### src/hdl/svs_pkg.sv
// Shared constants and types for the sprite quad vertex setup unit.
`timescale 1ns / 1ps
package svs_pkg;

	// Beat widths on the stream ports
	localparam int IN_TDATA_W  = 200;
	localparam int OUT_TDATA_W = 96;
	localparam int OUT_TUSER_W = 3;

	// Configuration port
	localparam int CFG_IDX_W = 2;
	localparam int SIZE_W    = 13;

	// Divider geometry: 16 quotient bits, dividend below 65536 * divisor
	localparam int QUO_W      = 16;
	localparam int DVD_W      = QUO_W + SIZE_W;
	localparam int DIV_STAGES = QUO_W;

	// Configuration register indexes
	typedef enum logic [CFG_IDX_W-1:0] {
		CFG_VIEWPORT_W = 2'd0,
		CFG_VIEWPORT_H = 2'd1,
		CFG_TEXTURE_W  = 2'd2,
		CFG_TEXTURE_H  = 2'd3
	} cfg_reg_e;

	// Vertex slots of the triangle list LT, RT, LB, LB, RT, RB
	localparam logic [OUT_TUSER_W-1:0] SLOT_LT   = 3'd0;
	localparam logic [OUT_TUSER_W-1:0] SLOT_RT0  = 3'd1;
	localparam logic [OUT_TUSER_W-1:0] SLOT_LB0  = 3'd2;
	localparam logic [OUT_TUSER_W-1:0] SLOT_LB1  = 3'd3;
	localparam logic [OUT_TUSER_W-1:0] SLOT_RT1  = 3'd4;
	localparam logic [OUT_TUSER_W-1:0] SLOT_LAST = 3'd5;

	// Corner of a slot: bit 0 = right edge, bit 1 = bottom edge
	function automatic logic [1:0] corner_of_slot(input logic [OUT_TUSER_W-1:0] slot);
		logic [1:0] c;
		case (slot)
			SLOT_LT:   c = 2'b00;
			SLOT_RT0:  c = 2'b01;
			SLOT_LB0:  c = 2'b10;
			SLOT_LB1:  c = 2'b10;
			SLOT_RT1:  c = 2'b01;
			SLOT_LAST: c = 2'b11;
			default:   c = 2'b00;
		endcase
		return c;
	endfunction

endpackage

### src/hdl/svs_div.sv
// Pipelined restoring divider, one quotient bit per stage.
`timescale 1ns / 1ps
module svs_div (
	input  logic                         clk,
	input  logic                         en,
	input  logic [svs_pkg::DVD_W-1:0]    dividend,
	input  logic [svs_pkg::SIZE_W-1:0]   divisor,
	output logic [svs_pkg::QUO_W-1:0]    quotient
);
	import svs_pkg::*;

	logic [DVD_W-1:0]  rem_s [DIV_STAGES];
	logic [SIZE_W-1:0] dvs_s [DIV_STAGES];
	logic [QUO_W-1:0]  quo_s [DIV_STAGES];

	for (genvar k = 0; k < DIV_STAGES; k++) begin : g_bit
		logic [DVD_W-1:0]  rem_in;
		logic [SIZE_W-1:0] dvs_in;
		logic [QUO_W-1:0]  quo_in;
		logic [DVD_W:0]    trial;

		if (k == 0) begin : g_first
			assign rem_in = dividend;
			assign dvs_in = divisor;
			assign quo_in = '0;
		end else begin : g_next
			assign rem_in = rem_s[k-1];
			assign dvs_in = dvs_s[k-1];
			assign quo_in = quo_s[k-1];
		end

		// Trial subtract of the divisor at this bit weight
		assign trial = {1'b0, rem_in} - ((DVD_W + 1)'(dvs_in) << (QUO_W - 1 - k));

		always_ff @(posedge clk) begin
			if (en) begin
				rem_s[k] <= trial[DVD_W] ? rem_in : trial[DVD_W-1:0];
				dvs_s[k] <= dvs_in;
				quo_s[k] <= {quo_in[QUO_W-2:0], ~trial[DVD_W]};
			end
		end
	end

	assign quotient = quo_s[DIV_STAGES-1];

endmodule

### config.mk
export PLATFORM = sky130hd
export DESIGN_NAME = svs_div
export DESIGN_NICKNAME = d
export VERILOG_FILES = /design/src/hdl/svs_pkg.sv /design/src/hdl/svs_div.sv
export SDC_FILE = /design/constraint.sdc
export NUM_CORES = 1
export LEC_CHECK = 0
export BUFFER_PORTS_ARGS = -buffer_cell sky130_fd_sc_hd__buf_4
export CORE_AREA = 2 2 389 391
export CTS_BUF_LIST = sky130_fd_sc_hd__clkbuf_2
export CTS_CLUSTER_SIZE = 24
export DETAILED_ROUTE_END_ITERATION = 7
export DIE_AREA = 0 0 391 393
export PLACE_DENSITY_LB_ADDON = 0.05
export SYNTH_ARGS = -nofsm -noshare
export SYNTH_HDL_FRONTEND = slang
export SYNTH_SLANG_ARGS = --single-unit
### constraint.sdc
create_clock -name clk -period 5 [get_ports clk]
set_clock_uncertainty 0.2 [all_clocks]
set_input_delay 0.25 -clock clk [delete_from_list [all_inputs] [get_ports clk]]
set_output_delay 0.25 -clock clk [all_outputs]
set_load 0.01 [all_outputs]
==> impl_results.md <==
* Async SR Flop Fraction at 0%
* Setup crit end kind: flop
* CP bufs+invs at 7
* Multiplexer area fraction after synthesis at 1.60%
* DR vias at between 20000 and 25000
* RSZ-0062 raised after global routing: false
* Max FO, Critical Path at 21
* Worst r2r src: rem_s[1][146]
* Clock Latency Late Sink at between 1.5 and 2 ns
* Congestion Overflow GR at 0
* Initial Util at 24.9%
* Final wirelength at 83.4 mm
* Complex-gate fraction of the synthesized area at 10.6%
* LEAKAGE at ~17 nW
* H-tree lvl count at 4
* Post-synthesis cell count at 2952
* Die Footprint at 0.154 mm²
* Post-synth EDFFs at about 770
* R2r endpoint: rem_s[1][198]
* Reg2reg setup slack at 1.03 ns
* Worst-Margin Slew at around 1.1 ns
* First-pass GRT wire length at 135 mm
* Top Family by Delay on Critical Path: buffers and inverters
* Setup violations, final at 0
* Clock Sinks at 766
* CP arrival at 6.09 ns
* TritonCTS buffer count at 223
* Vias per inst at 4.36
* Clk buf depth at 3
* Slew headroom at approximately 28%
* End of the worst hold path: quo_s[3][21]
* Crit-path slowest cell: dlygate4sd3_1
* Setup crit start kind: input port
* Crit path cell chain: dlygate4sd3_1, dlygate4sd3_1, dlygate4sd3_1, buf_4, dlygate4sd3_1, ha_1, fa_1, nor2b_1, o21ai_0, a21oi_1, o31ai_1, a21boi_0, o21a_4, nor2_1, dlygate4sd3_1, a21oi_1, dlygate4sd3_1
* Synth Flop Type: edfxtp_1
* Mapped Area at 0.0372 mm²
* Max Cap Viol at 0
* # IOs at 60
* Wire per inst at 15.1 µm
* Avg Inst Size Synth at 12.6 µm²
* First DRT Iteration DRCs at 1206
* Final hold viol count at 0
* Synth Area in Adders at 7.78%
* Flops & latches, synth at 766
* Core area at 0.149 mm²
* Worst hold path class: flop to flop
* Fin. max-slew vios at 0
* Share of cells above drive strength 1 at approximately 14%
* Die width at approximately 390 µm
* Synth unique cells at 80
* ANT nets after route at 0
* Xor and xnor area share after synthesis at roughly 5.2%
* All-Layer GR Usage at 11.1%
* WHS Path Cells at 0
* Clock root cell: clkbuf_2
* Largest family of logic cells by synthesized area: compound AO/OA/AOI/OAI gates
* Cell Rows at 142
* Synth Net Count at between 3000 and 4000
* Initial antenna violation count at 2
* Vias in the first global route at 25200
* TritonCTS clock tree: yes
* Status: completed
* Setup CP Type: input port to flop
* Most frequent CP cell: dlygate4sd3_1
* Clk pin slew, worst setup/hold paths at approximately 0.1 ns
* Post-route DRC violation count at 0
* RD Place Congestion at 0.806
* Synth-to-layout area growth at 17.9%
* Nets@finish at 3649
* Simple-gate portion of the synthesized area at 9.62%
* Final worst path period share at 97.4%
* PwrDens at 465 mW/mm²
* Die Ht at between 300 and 400 µm
* Setup TNS Final at 0 ns
* Synth warnings at 0
* DRT Pass-1 Iters at 7
* Post-synthesis sequential area ratio at 61.9%
* Worst r2r path cells at 12
* Fin Hold WS at 0.147 ns
* Critical path's largest stage delay at 0.57 ns
* DP Wirelength at between 50 and 60 mm
* IO buf count at 59
* Max VDD drop at between 0.15 and 0.2 mV
* Critical Path RT at 6.22 ns
* Final min period at 4.87 ns
* Max frequency at between 200 and 250 MHz
* Hold Path Origin: quo_s[3][4]
* Largest net degree at the start of global routing at 126
## metal layers
layer | vias up | global-route usage (%) | part of all wire [%]
met3 | 203 | 3.04 | 5.1
met2 | 510 | 17.9 | 46
met5 | - | 0 | 0
met1 | 11500 | 13.9 | 46
li1 | 11900 | - | -
met4 | 0 | 4.79 | 2.8
## Yosys cell counts, types with 31 or more instances
cell type,number,area [µm²]
edfxtp_1,766,23000
inv_1,269,1010
ha_1,207,2590
nor2_1,201,754
o21ai_0,197,986
a21oi_1,191,956
nand2_1,191,717
xnor2_1,116,1020
xor2_1,106,928
nor3_1,60,300
mux2_2,49,552
nand2b_1,49,307
a21o_1,48,360
nand3_1,46,230
nor2b_1,46,288
clkbuf_1,38,143
nor4_1,37,231
o21a_1,31,233
## through the flow
stage	instances	instance area [µm²]	utilization, %	setup WS (ns)	total power, mW
2_1_floorplan	2952	37200	-	1.70	13.8
3_3_place_gp	4936	40100	26.9	1.02	15.6
3_5_place_dp	4936	40100	26.9	1.06	15.7
4_1_cts	5513	43800	29.4	0.158	20.9
5_1_grt	5517	43800	29.4	0.0955	22.1
6_report	5517	43800	29.4	0.131	20.4
## how the worst max path moves through the flow
stage / startpoint / endpoint / cells past startpoint
finish: divisor[0] / rem_s[0][20] / 17
global route: divisor[0] / rem_s[0][20] / 17
CTS: divisor[0] / rem_s[0][17] / 17
detailed placement: dvs_s[1][65] / rem_s[1][194] / 11
global placement: dvs_s[0][27] / rem_s[0][114] / 10
floorplan: dvs_s[0][13] / rem_s[0][71] / 11
## placed cells by master, fill, tap and decap left out, drive strengths merged, types with 37 or more instances in the layout
cell and n:
xnor2 116, nor3 61, edfxtp 766, nand3 46, nand2b 49, mux2 50
dlygate4sd3 165, inv 273, buf 86, nor2 202, o21ai 198, a21o 48
xor2 106, ha 207, nor2b 46, nor4 37, clkbuf 322, nand2 191
clkinv 81, a21oi 191
## state kept, by name, summed over array words and instances (netlist names)
signal  count
dvs_s     195
quo_s     136
rem_s     435
## report_power, final
part | switching (mW) | internal [mW] | total (mW)
clock network | 2.92 | 1.77 | 4.69
registers | 0.816 | 8.67 | 9.49
logic | 3.46 | 2.73 | 6.19
total | 7.20 | 13.2 | 20.4
## area by class of cell
| class | count | area (µm²) |
|---|---|---|
| Tap cell | 1944 | 2430 |
| Inverter | 271 | 1020 |
| Multi-Input combinational cell | 1870 | 13000 |
| Sequential cell | 766 | 23000 |
| Clock buffer | 322 | 1610 |
| Antenna cell | 4 | 10.0 |
| Clock inverter | 89 | 398 |
| Fill cell | 15200 | 105000 |
| Timing Repair Buffer | 251 | 2390 |
## kinds of logic after synthesis
kind of cell	Yosys count
AO/OA/AOI/OAI	640
XOR/XNOR	222
adder cells (fa/ha/maj)	222
buffers and inverters	316
flip-flops	766
multiplexers	53
AND/OR/NAND/NOR	733
## worst reg2reg max path, stage by stage, from the launching register on
cell and delay [ns]:
edfxtp_1 0.39, inv_1 0.07, ha_1 0.18, fa_1 0.23, nor2b_1 0.07, o31ai_1 0.55
a211oi_1 0.27, a2111oi_2 0.76, nor2b_1 0.21, buf_4 0.29, or3_1 0.29, nor4_1 0.09
xor2_1 0.14
## timing repair
action | CTS | global route
buffers inserted | 0 | 0
endpoints found under the setup margin | 0 | 6
gates resized for setup | 0 | 2
hold buffers | 166 | 0
hold endpoints to repair | 809 | 0
(Power assumes the default switching activity.)
